===== src/hdl/ptt_pkg.sv =====
package ptt_pkg;

   // request kinds
   localparam logic [2:0] KIND_SCHEDULE = 3'd0;
   localparam logic [2:0] KIND_CANCEL   = 3'd1;
   localparam logic [2:0] KIND_TICK     = 3'd2;
   localparam logic [2:0] KIND_STOP     = 3'd3;
   localparam logic [2:0] KIND_START    = 3'd4;

   // response status codes
   localparam logic [1:0] ST_OK        = 2'd0;
   localparam logic [1:0] ST_NOT_RUN   = 2'd1;
   localparam logic [1:0] ST_FULL      = 2'd2;
   localparam logic [1:0] ST_NOT_FOUND = 2'd3;

   // response id source
   localparam logic [1:0] SEL_ZERO   = 2'd0;
   localparam logic [1:0] SEL_ISSUED = 2'd1;
   localparam logic [1:0] SEL_ECHO   = 2'd2;
   localparam logic [1:0] SEL_FIRE   = 2'd3;

   localparam int REQ_BITS = 168;
   localparam int RSP_BITS = 48;

   typedef struct packed {
      logic [31:0] id;
      logic [47:0] expiry;
      logic [31:0] interval;
      logic        repeat_en;
      logic [1:0]  prio;
   } slot_type;

   // controller to datapath
   typedef struct packed {
      logic       req_ready;
      logic       idx_clr;
      logic       idx_inc;
      logic       prio_dec;
      logic       sch_write;
      logic       can_clear;
      logic       tick_eval;
      logic       stop;
      logic       start;
      logic       load;
      logic [1:0] sel;
      logic [1:0] status;
   } cmd_type;

   // datapath to controller
   typedef struct packed {
      logic       req_valid;
      logic [2:0] kind;
      logic       running;
      logic       slot_free;
      logic       id_match;
      logic       idx_last;
      logic       emit_hit;
      logic       none_due;
      logic       fire_last;
      logic       out_free;
   } stat_type;

endpackage


===== src/hdl/priority_timer_table_core.sv =====
// Table of TIMER_SLOTS timers with priority dispatch. Each request beat carries a
// kind: schedule (returns the issued id, or not running / table full), cancel (echoes
// the id, ok or not found), tick (one beat per fired timer, highest priority first,
// lower slot first on ties, tlast on the final one; a single ok beat if none is due;
// not running when stopped), stop and start. Every response also reports the number
// of timers held afterwards. One request is handled at a time. Schedule scans the
// valid bits for the lowest free slot; cancel walks the slot memory through its single
// registered read port. Tick first reads every slot to mark the due ones, then runs
// the priority-ordered dispatch walk (up to four priority passes over the slots, one
// beat per fired timer). A response stalls the controller while rsp_tready holds it.
module priority_timer_table_core
   import ptt_pkg::*;
#(
   parameter int TIMER_SLOTS = 16
)
(
   input  logic                clock,
   input  logic                reset,
   input  logic                req_tvalid,
   output logic                req_tready,
   // kind, expiry, interval, repeating, priority_req, cancel id, current_time
   input  logic [REQ_BITS-1:0] req_tdata,
   output logic                rsp_tvalid,
   input  logic                rsp_tready,
   // result_id, status, fired, fired_priority, pending_count
   output logic [RSP_BITS-1:0] rsp_tdata,
   output logic                rsp_tlast
);

   cmd_type  cmd;
   stat_type stat;

   ptt_ctrl u_ctrl (
      .clock (clock),
      .reset (reset),
      .stat  (stat),
      .cmd   (cmd)
   );

   ptt_datapath #(.TIMER_SLOTS(TIMER_SLOTS)) u_datapath (
      .clock      (clock),
      .reset      (reset),
      .cmd        (cmd),
      .stat       (stat),
      .req_tvalid (req_tvalid),
      .req_tdata  (req_tdata),
      .rsp_tvalid (rsp_tvalid),
      .rsp_tready (rsp_tready),
      .rsp_tdata  (rsp_tdata),
      .rsp_tlast  (rsp_tlast)
   );

   assign req_tready = cmd.req_ready;

endmodule


===== src/hdl/ptt_ctrl.sv =====
module ptt_ctrl
   import ptt_pkg::*;
(
   input  logic     clock,
   input  logic     reset,
   input  stat_type stat,
   output cmd_type  cmd
);

   typedef enum logic [3:0] {
      S_IDLE, S_DISPATCH, S_SCH, S_CAN_RD, S_CAN_EV, S_TK_RD, S_TK_EV,
      S_TK_CHK, S_EM_CHK, S_EM_RD, S_RESP
   } state_type;

   state_type  state_ff, state_in;
   logic [1:0] st_ff, st_in;
   logic [1:0] sel_ff, sel_in;

   // state, pending response code
   always_ff @(posedge clock) begin
      if (reset) begin
         state_ff <= S_IDLE;
         st_ff    <= ST_OK;
         sel_ff   <= SEL_ZERO;
      end else begin
         state_ff <= state_in;
         st_ff    <= st_in;
         sel_ff   <= sel_in;
      end
   end

   // next state and commands
   always_comb begin
      state_in = state_ff;
      st_in    = st_ff;
      sel_in   = sel_ff;
      cmd      = '0;
      case (state_ff)
         S_IDLE: begin
            cmd.req_ready = 1'b1;
            cmd.idx_clr   = 1'b1;
            if (stat.req_valid) state_in = S_DISPATCH;
         end
         S_DISPATCH: begin
            state_in = S_RESP;
            st_in    = ST_OK;
            sel_in   = SEL_ZERO;
            case (stat.kind)
               KIND_SCHEDULE: begin
                  if (!stat.running) st_in = ST_NOT_RUN;
                  else state_in = S_SCH;
               end
               KIND_CANCEL: state_in = S_CAN_RD;
               KIND_TICK: begin
                  if (!stat.running) st_in = ST_NOT_RUN;
                  else state_in = S_TK_RD;
               end
               KIND_STOP:  cmd.stop  = 1'b1;
               KIND_START: cmd.start = 1'b1;
               default: ;
            endcase
         end
         // lowest free slot
         S_SCH: begin
            if (stat.slot_free) begin
               cmd.sch_write = 1'b1;
               st_in    = ST_OK;
               sel_in   = SEL_ISSUED;
               state_in = S_RESP;
            end else if (stat.idx_last) begin
               st_in    = ST_FULL;
               sel_in   = SEL_ZERO;
               state_in = S_RESP;
            end else begin
               cmd.idx_inc = 1'b1;
            end
         end
         S_CAN_RD: state_in = S_CAN_EV;
         S_CAN_EV: begin
            sel_in = SEL_ECHO;
            if (stat.id_match) begin
               cmd.can_clear = 1'b1;
               st_in    = ST_OK;
               state_in = S_RESP;
            end else if (stat.idx_last) begin
               st_in    = ST_NOT_FOUND;
               state_in = S_RESP;
            end else begin
               cmd.idx_inc = 1'b1;
               state_in    = S_CAN_RD;
            end
         end
         S_TK_RD: state_in = S_TK_EV;
         // mark due slots and re-arm or retire them
         S_TK_EV: begin
            cmd.tick_eval = 1'b1;
            if (stat.idx_last) begin
               cmd.idx_clr = 1'b1;
               state_in    = S_TK_CHK;
            end else begin
               cmd.idx_inc = 1'b1;
               state_in    = S_TK_RD;
            end
         end
         S_TK_CHK: begin
            if (stat.none_due) begin
               st_in    = ST_OK;
               sel_in   = SEL_ZERO;
               state_in = S_RESP;
            end else begin
               state_in = S_EM_CHK;
            end
         end
         // walk priorities high to low, slots low to high
         S_EM_CHK: begin
            if (stat.emit_hit) begin
               state_in = S_EM_RD;
            end else if (stat.idx_last) begin
               cmd.idx_clr  = 1'b1;
               cmd.prio_dec = 1'b1;
            end else begin
               cmd.idx_inc = 1'b1;
            end
         end
         S_EM_RD: begin
            if (stat.out_free) begin
               cmd.load = 1'b1;
               cmd.sel  = SEL_FIRE;
               if (stat.fire_last) begin
                  state_in = S_IDLE;
               end else begin
                  state_in = S_EM_CHK;
                  if (stat.idx_last) begin
                     cmd.idx_clr  = 1'b1;
                     cmd.prio_dec = 1'b1;
                  end else begin
                     cmd.idx_inc = 1'b1;
                  end
               end
            end
         end
         S_RESP: begin
            if (stat.out_free) begin
               cmd.load   = 1'b1;
               cmd.sel    = sel_ff;
               cmd.status = st_ff;
               state_in   = S_IDLE;
            end
         end
         default: state_in = S_IDLE;
      endcase
   end

endmodule


===== src/hdl/ptt_datapath.sv =====
module ptt_datapath
   import ptt_pkg::*;
#(
   parameter int TIMER_SLOTS = 16
)
(
   input  logic                clock,
   input  logic                reset,
   input  cmd_type             cmd,
   output stat_type            stat,
   input  logic                req_tvalid,
   input  logic [REQ_BITS-1:0] req_tdata,
   output logic                rsp_tvalid,
   input  logic                rsp_tready,
   output logic [RSP_BITS-1:0] rsp_tdata,
   output logic                rsp_tlast
);

   localparam int IW = $clog2(TIMER_SLOTS);
   localparam int CW = $clog2(TIMER_SLOTS + 1);

   slot_type             mem [TIMER_SLOTS];
   slot_type             rd_ff;
   logic [TIMER_SLOTS-1:0] valid_ff, valid_in;
   logic [TIMER_SLOTS-1:0] due_ff, due_in;
   logic [1:0]           dprio_ff [TIMER_SLOTS];
   logic [IW-1:0]        idx_ff, idx_in;
   logic [1:0]           prio_ff, prio_in;
   logic [CW-1:0]        count_ff, count_in;
   logic [CW-1:0]        total_ff, total_in;
   logic [CW-1:0]        sent_ff, sent_in;
   logic [31:0]          last_id_ff, last_id_in;
   logic                 running_ff, running_in;
   logic [REQ_BITS-1:0]  req_ff;
   logic                 rsp_valid_ff, rsp_valid_in;
   logic [RSP_BITS-1:0]  rsp_data_ff;
   logic                 rsp_last_ff;

   logic                 accept;
   logic [2:0]           r_kind;
   logic [47:0]          r_expiry;
   logic [31:0]          r_interval;
   logic                 r_repeat;
   logic [1:0]           r_prio;
   logic [31:0]          r_cancel_id;
   logic [47:0]          r_now;
   logic                 is_due;
   logic [48:0]          rearm_sum;
   logic                 mem_we;
   slot_type             mem_wd;
   logic [31:0]          out_id;
   logic [CW+4:0]        count_ext;

   assign accept      = req_tvalid && cmd.req_ready;
   assign r_kind      = req_ff[2:0];
   assign r_expiry    = req_ff[50:3];
   assign r_interval  = req_ff[82:51];
   assign r_repeat    = req_ff[83];
   assign r_prio      = req_ff[85:84];
   assign r_cancel_id = req_ff[117:86];
   assign r_now       = req_ff[165:118];

   assign is_due    = valid_ff[idx_ff] && (rd_ff.expiry <= r_now);
   assign rearm_sum = {1'b0, rd_ff.expiry} + {17'd0, rd_ff.interval};

   // slot memory write data
   always_comb begin
      mem_we = cmd.sch_write || (cmd.tick_eval && is_due && rd_ff.repeat_en);
      mem_wd = rd_ff;
      if (cmd.sch_write) begin
         mem_wd.id        = last_id_ff + 32'd1;
         mem_wd.expiry    = r_expiry;
         mem_wd.interval  = r_interval;
         mem_wd.repeat_en = r_repeat;
         mem_wd.prio      = r_prio;
      end else begin
         mem_wd.expiry = rearm_sum[48] ? '1 : rearm_sum[47:0];
      end
   end

   // slot memory, one write and one registered read
   always_ff @(posedge clock) begin
      if (mem_we) mem[idx_ff] <= mem_wd;
      rd_ff <= mem[idx_ff];
   end

   // table control next values
   always_comb begin
      valid_in   = valid_ff;
      due_in     = due_ff;
      idx_in     = idx_ff;
      prio_in    = prio_ff;
      count_in   = count_ff;
      total_in   = total_ff;
      sent_in    = sent_ff;
      last_id_in = last_id_ff;
      running_in = running_ff;
      if (accept) begin
         due_in   = '0;
         total_in = '0;
         sent_in  = '0;
         prio_in  = 2'd3;
      end
      if (cmd.idx_clr) idx_in = '0;
      if (cmd.idx_inc) idx_in = idx_ff + IW'(1);
      if (cmd.prio_dec) prio_in = prio_ff - 2'd1;
      if (cmd.sch_write) begin
         valid_in[idx_ff] = 1'b1;
         count_in   = count_ff + CW'(1);
         last_id_in = last_id_ff + 32'd1;
      end
      if (cmd.can_clear) begin
         valid_in[idx_ff] = 1'b0;
         count_in = count_ff - CW'(1);
      end
      if (cmd.tick_eval && is_due) begin
         due_in[idx_ff] = 1'b1;
         total_in = total_ff + CW'(1);
         if (!rd_ff.repeat_en) begin
            valid_in[idx_ff] = 1'b0;
            count_in = count_ff - CW'(1);
         end
      end
      if (cmd.stop) begin
         valid_in   = '0;
         count_in   = '0;
         running_in = 1'b0;
      end
      if (cmd.start) running_in = 1'b1;
      if (cmd.load && cmd.sel == SEL_FIRE) sent_in = sent_ff + CW'(1);
   end

   always_ff @(posedge clock) begin
      if (reset) begin
         valid_ff   <= '0;
         due_ff     <= '0;
         idx_ff     <= '0;
         prio_ff    <= 2'd3;
         count_ff   <= '0;
         total_ff   <= '0;
         sent_ff    <= '0;
         last_id_ff <= '0;
         running_ff <= 1'b0;
      end else begin
         valid_ff   <= valid_in;
         due_ff     <= due_in;
         idx_ff     <= idx_in;
         prio_ff    <= prio_in;
         count_ff   <= count_in;
         total_ff   <= total_in;
         sent_ff    <= sent_in;
         last_id_ff <= last_id_in;
         running_ff <= running_in;
      end
   end

   // request capture and due priorities
   always_ff @(posedge clock) begin
      if (accept) req_ff <= req_tdata;
      if (cmd.tick_eval) dprio_ff[idx_ff] <= rd_ff.prio;
   end

   // result register
   always_comb begin
      case (cmd.sel)
         SEL_ISSUED: out_id = last_id_ff;
         SEL_ECHO:   out_id = r_cancel_id;
         SEL_FIRE:   out_id = rd_ff.id;
         default:    out_id = '0;
      endcase
      count_ext    = {5'd0, count_ff};
      rsp_valid_in = rsp_valid_ff;
      if (rsp_tready) rsp_valid_in = 1'b0;
      if (cmd.load) rsp_valid_in = 1'b1;
   end

   always_ff @(posedge clock) begin
      if (reset) rsp_valid_ff <= 1'b0;
      else rsp_valid_ff <= rsp_valid_in;
   end

   always_ff @(posedge clock) begin
      if (cmd.load) begin
         if (cmd.sel == SEL_FIRE) begin
            rsp_data_ff <= {6'd0, count_ext[4:0], rd_ff.prio, 1'b1, ST_OK, out_id};
            rsp_last_ff <= (sent_ff + CW'(1)) == total_ff;
         end else begin
            rsp_data_ff <= {6'd0, count_ext[4:0], 2'd0, 1'b0, cmd.status, out_id};
            rsp_last_ff <= 1'b1;
         end
      end
   end

   assign rsp_tvalid = rsp_valid_ff;
   assign rsp_tdata  = rsp_data_ff;
   assign rsp_tlast  = rsp_last_ff;

   // status to controller
   always_comb begin
      stat.req_valid = req_tvalid;
      stat.kind      = r_kind;
      stat.running   = running_ff;
      stat.slot_free = !valid_ff[idx_ff];
      stat.id_match  = valid_ff[idx_ff] && (rd_ff.id == r_cancel_id);
      stat.idx_last  = idx_ff == IW'(TIMER_SLOTS - 1);
      stat.emit_hit  = due_ff[idx_ff] && (dprio_ff[idx_ff] == prio_ff);
      stat.none_due  = total_ff == '0;
      stat.fire_last = (sent_ff + CW'(1)) == total_ff;
      stat.out_free  = !rsp_valid_ff || rsp_tready;
   end

endmodule


===== config.mk =====
export PLATFORM = sky130hd
export DESIGN_NAME = priority_timer_table_core
export DESIGN_NICKNAME = d
export VERILOG_FILES = /design/src/hdl/ptt_pkg.sv /design/src/hdl/priority_timer_table_core.sv /design/src/hdl/ptt_ctrl.sv /design/src/hdl/ptt_datapath.sv
export SDC_FILE = /design/constraint.sdc
export NUM_CORES = 2
export LEC_CHECK = 0
export ABC_AREA = 0
export BUFFER_PORTS_ARGS = -buffer_cell sky130_fd_sc_hd__buf_4
export CELL_PAD_IN_SITES_DETAIL_PLACEMENT = 1
export CELL_PAD_IN_SITES_GLOBAL_PLACEMENT = 1
export CORE_ASPECT_RATIO = 1.4
export CORE_MARGIN = 2
export CORE_UTILIZATION = 50
export DETAILED_ROUTE_END_ITERATION = 8
export HOLD_SLACK_MARGIN = 0.02
export PLACE_DENSITY_LB_ADDON = 0.1
export SYNTH_ARGS = -nofsm -noshare
export SYNTH_HDL_FRONTEND = slang
export SYNTH_SLANG_ARGS = --single-unit

===== constraint.sdc =====
create_clock -name clock -period 11.2 [get_ports clock]
set_input_delay 0.56 -clock clock [delete_from_list [all_inputs] [get_ports clock]]
set_output_delay 0.56 -clock clock [all_outputs]
set_load 0.01 [all_outputs]

==> flow_summary.toml <==
[placed_design]
detailedPlace.worstSlack_ns = 4.74
placedCellCount = 6894
gp_congestion = 0.809
detailed_place_hpwl_mm = 126
portBuffers = 214
placement.cell_area_um2 = 94100

[worst_setup_path]
timing_worst_setup_path_type = "flop to flop"
critPathLaunchType = "flop"
launch_instance_of_the_worst_register_to_register_path = "u_datapath.rd_ff[70]"
worstPathArrival_ns = 7.05
rr_endpoint = "u_datapath.mem[11][22]"
worstSetupEndpoint = "u_datapath.mem[11][22]"
reg2reg_slack_ns = 4.63
endpoint_kind = "flop"
reg2reg_depth = 13
critical_path.startpoint = "u_datapath.rd_ff[70]"
critPathMaxFanout = 31
req_time_crit_path_ns = 11.68

[floorplan]
floorplan.initialDensity_pct = 50.3
die_h_um = 504
floorplan.die_area_um2 = 182000
die_x_um = 361
fp.coreArea_um2 = 178000
core.rowCount = 183
ios = 223

[synthesis]
synthesis.area_per_instance_um2 = 19.9
syn-instance-count = 4486
synth.distinct_cells = 80
dominantRegCellSynth = "sky130_fd_sc_hd__edfxtp_1"
post_synth_main_area_contributors = "sky130_fd_sc_hd__edfxtp_1 70%, sky130_fd_sc_hd__mux4_2 15%, sky130_fd_sc_hd__dfxtp_1 4.8%"
async_reset_ff_share_pct = 0
yosys_warnings = 0
ys_ff_latch = 2295
synth_most_common_cell = "sky130_fd_sc_hd__edfxtp_1"
share_of_the_yosys_chip_area_belonging_to_registers_pct = 74.7
synth_top_cell_area_share_pct = 69.9
synth.cells.most_frequent = "2,081 x sky130_fd_sc_hd__edfxtp_1, 594 x sky130_fd_sc_hd__mux4_2, 239 x sky130_fd_sc_hd__nand2_1"
synth_cell_area_um2 = 89400
number_of_flops_mapped_to_enable_cells_by_yosys = 2081
library_cell_with_the_largest_summed_area_after_synthesis = "sky130_fd_sc_hd__edfxtp_1"

[clock_network]
clock_sink_count = 2295
cts_tree = "built"
clock_tree.buffer_depth = 3
clk_latency_ns = 0.86
cts.hold.buffers_added = 166
cts-resized-gates = 0
cts-buffers-inserted = 208
path_clk_slew_ns = 0.06
cts_post_setup_buffers_inserted = 0
cts_htree_levels = 4
cts_root_buf = "sky130_fd_sc_hd__clkbuf_16"

[sta]
setup_violations = 0
fin_hold_ws_ns = 0.122
final.min_clock_period_ns = 6.57
grt_setup_unrepaired = "no"
slew-limit-headroom_pct = 10.8
final.setup.worst_slack_ns = 4.63
clock.fmax_mhz = 152
tightest_slew_ns = 1.33
timing.clock.skew_ns = 0.0345
finalCritPeriodShare_pct = 58.6
report.final.hold_viol_count = 0
maxSlewViolCount = 0
setup_total_negative_slack_ns = 0

[global_route]
first_global_vias = 48400
grt_first_pass_wirelength_mm = 336
grt_start_max_net_pins = 136
grt_antenna_before_repair = 7
grt_overflow = 0
grtUsageTotal_pct = 25.6

[drt]
detail_route.wl_per_cell_um = 30.9
remaining_drc_errors = 0
vias = 45500
firstDrtPassIters = 8
route.final.wire_length_mm = 230
ant_nets = 0
drtIter0Drc = 4443
via_per_inst = 6.10

[power]
report.power.total_mw = 23.6
total_leakage_power_nw = 32.8
worst_ir_drop_vdd_mv = 0.178
power.density_nw_per_um2 = 230

[layout]
final_core_util_pct = 57.7
n_fill_cell = 15200
drive_above_1_share_pct = 25.1
synthToLayoutAreaGrowth_pct = 14.8
layoutNonFillerInstCount = 7457
final_net_count = 5222
final_cell_area_um2 = 103000

[flow_run]
drv.max_cap_violation_count = 0

[run_status]
outcome = "complete, no violations"

[min_path]
worstHoldPathType = "input port to flop"
power by group:
group	internal (mW)	switching (mW)	leakage (nW)
registers	11.5	0.429	20.6
clock network	4.00	3.17	3.33
logic	1.41	3.06	8.89
worst max-delay path, stage by stage, from the launching register on:
cell and delay (ns):
sky130_fd_sc_hd__dfxtp_1 0.56, sky130_fd_sc_hd__ha_1 0.34, sky130_fd_sc_hd__a21oi_1 0.12, sky130_fd_sc_hd__o21ai_0 0.24
sky130_fd_sc_hd__a221o_1 0.37, sky130_fd_sc_hd__a211oi_1 0.64, sky130_fd_sc_hd__o221a_2 0.32, sky130_fd_sc_hd__a21oi_1 0.22
sky130_fd_sc_hd__buf_4 0.25, sky130_fd_sc_hd__nor2_1 0.34, sky130_fd_sc_hd__a21oi_4 0.35, sky130_fd_sc_hd__nor2_4 0.96
sky130_fd_sc_hd__buf_4 0.77, sky130_fd_sc_hd__buf_4 0.61
layer usage:
metal  track usage [%]  up-vias  wire (um)
met3              3.62      335      12200
li1                  -    19200          -
met1              35.0    24500      94900
met4              6.84        2       5850
met2              43.3     1451     117000
met5                 0        -         13
worst min-delay path by stage:
stage,startpoint,end,slack (ns),cells after the start
finish,rsp_tready,u_datapath.rsp_tvalid,0.12,3
global route,rsp_tready,u_datapath.rsp_tvalid,0.12,3
CTS,rsp_tready,u_datapath.rsp_tvalid,0.04,3
detailed placement,u_datapath.due_ff[10],u_datapath.due_ff[10],0.47,2
global placement,u_datapath.due_ff[0],u_datapath.due_ff[0],0.46,2
floorplan,u_datapath.count_ff[4],u_datapath.rsp_tdata[41],0.43,0
layout by cell type, fill, tap and decap left out, types with 57 or more instances in the layout:
master                          Yosys  layout
sky130_fd_sc_hd__a21oi_1          101     100
sky130_fd_sc_hd__buf_4              8     313
sky130_fd_sc_hd__clkbuf_1         157      57
sky130_fd_sc_hd__clkbuf_16          0     210
sky130_fd_sc_hd__dfxtp_1          214     210
sky130_fd_sc_hd__dlygate4sd3_1      0     166
sky130_fd_sc_hd__edfxtp_1        2081    2081
sky130_fd_sc_hd__ha_1              90      90
sky130_fd_sc_hd__inv_1            108     107
sky130_fd_sc_hd__mux4_2           594     594
sky130_fd_sc_hd__nand2_1          239     239
sky130_fd_sc_hd__nor2_1           203     186
sky130_fd_sc_hd__o21ai_0           82      82
sky130_fd_sc_hd__xnor2_1           98      98
state kept, by name, summed over array words and instances (netlist names), 16 cells and up, named ones only:
signal,flops
u_datapath.req_ff,166
u_datapath.rd_ff,115
u_datapath.mem,1840
u_datapath.rsp_tdata,42
u_datapath.dprio_ff,32
u_datapath.valid_ff,16
u_datapath.due_ff,16
u_datapath.last_id_ff,32
logic make-up (layout without fill, tap and decap cells):
logic type	count (synthesis)	count (layout)	share of synthesized area [%]
xor gates and xnor gates	133	133	1.30
muxes	605	605	15.1
buffers and inverters	341	993	1.52
AOI/OAI and AO/OA	372	372	2.76
DFF	2295	2295	74.7
adders and majority gates	91	91	1.28
and+or+nand+nor	648	648	3.30
other	1	8	0.00420
area by class of cell:
type / count / area (um^2) / area share [%]
clock buffers: 292 / 5800 / 5.65
clock inverters: 102 / 1030 / 1.00
diodes: 2 / 5.00 / 0.00488
multi-input cells: 1855 / 21400 / 20.9
repair buffers: 490 / 4230 / 4.12
well taps: 2312 / 2890 / 2.82
inverters: 109 / 417 / 0.406
flip-flops and latches: 2295 / 66800 / 65.1
Power figures use the tool's default switching activity.
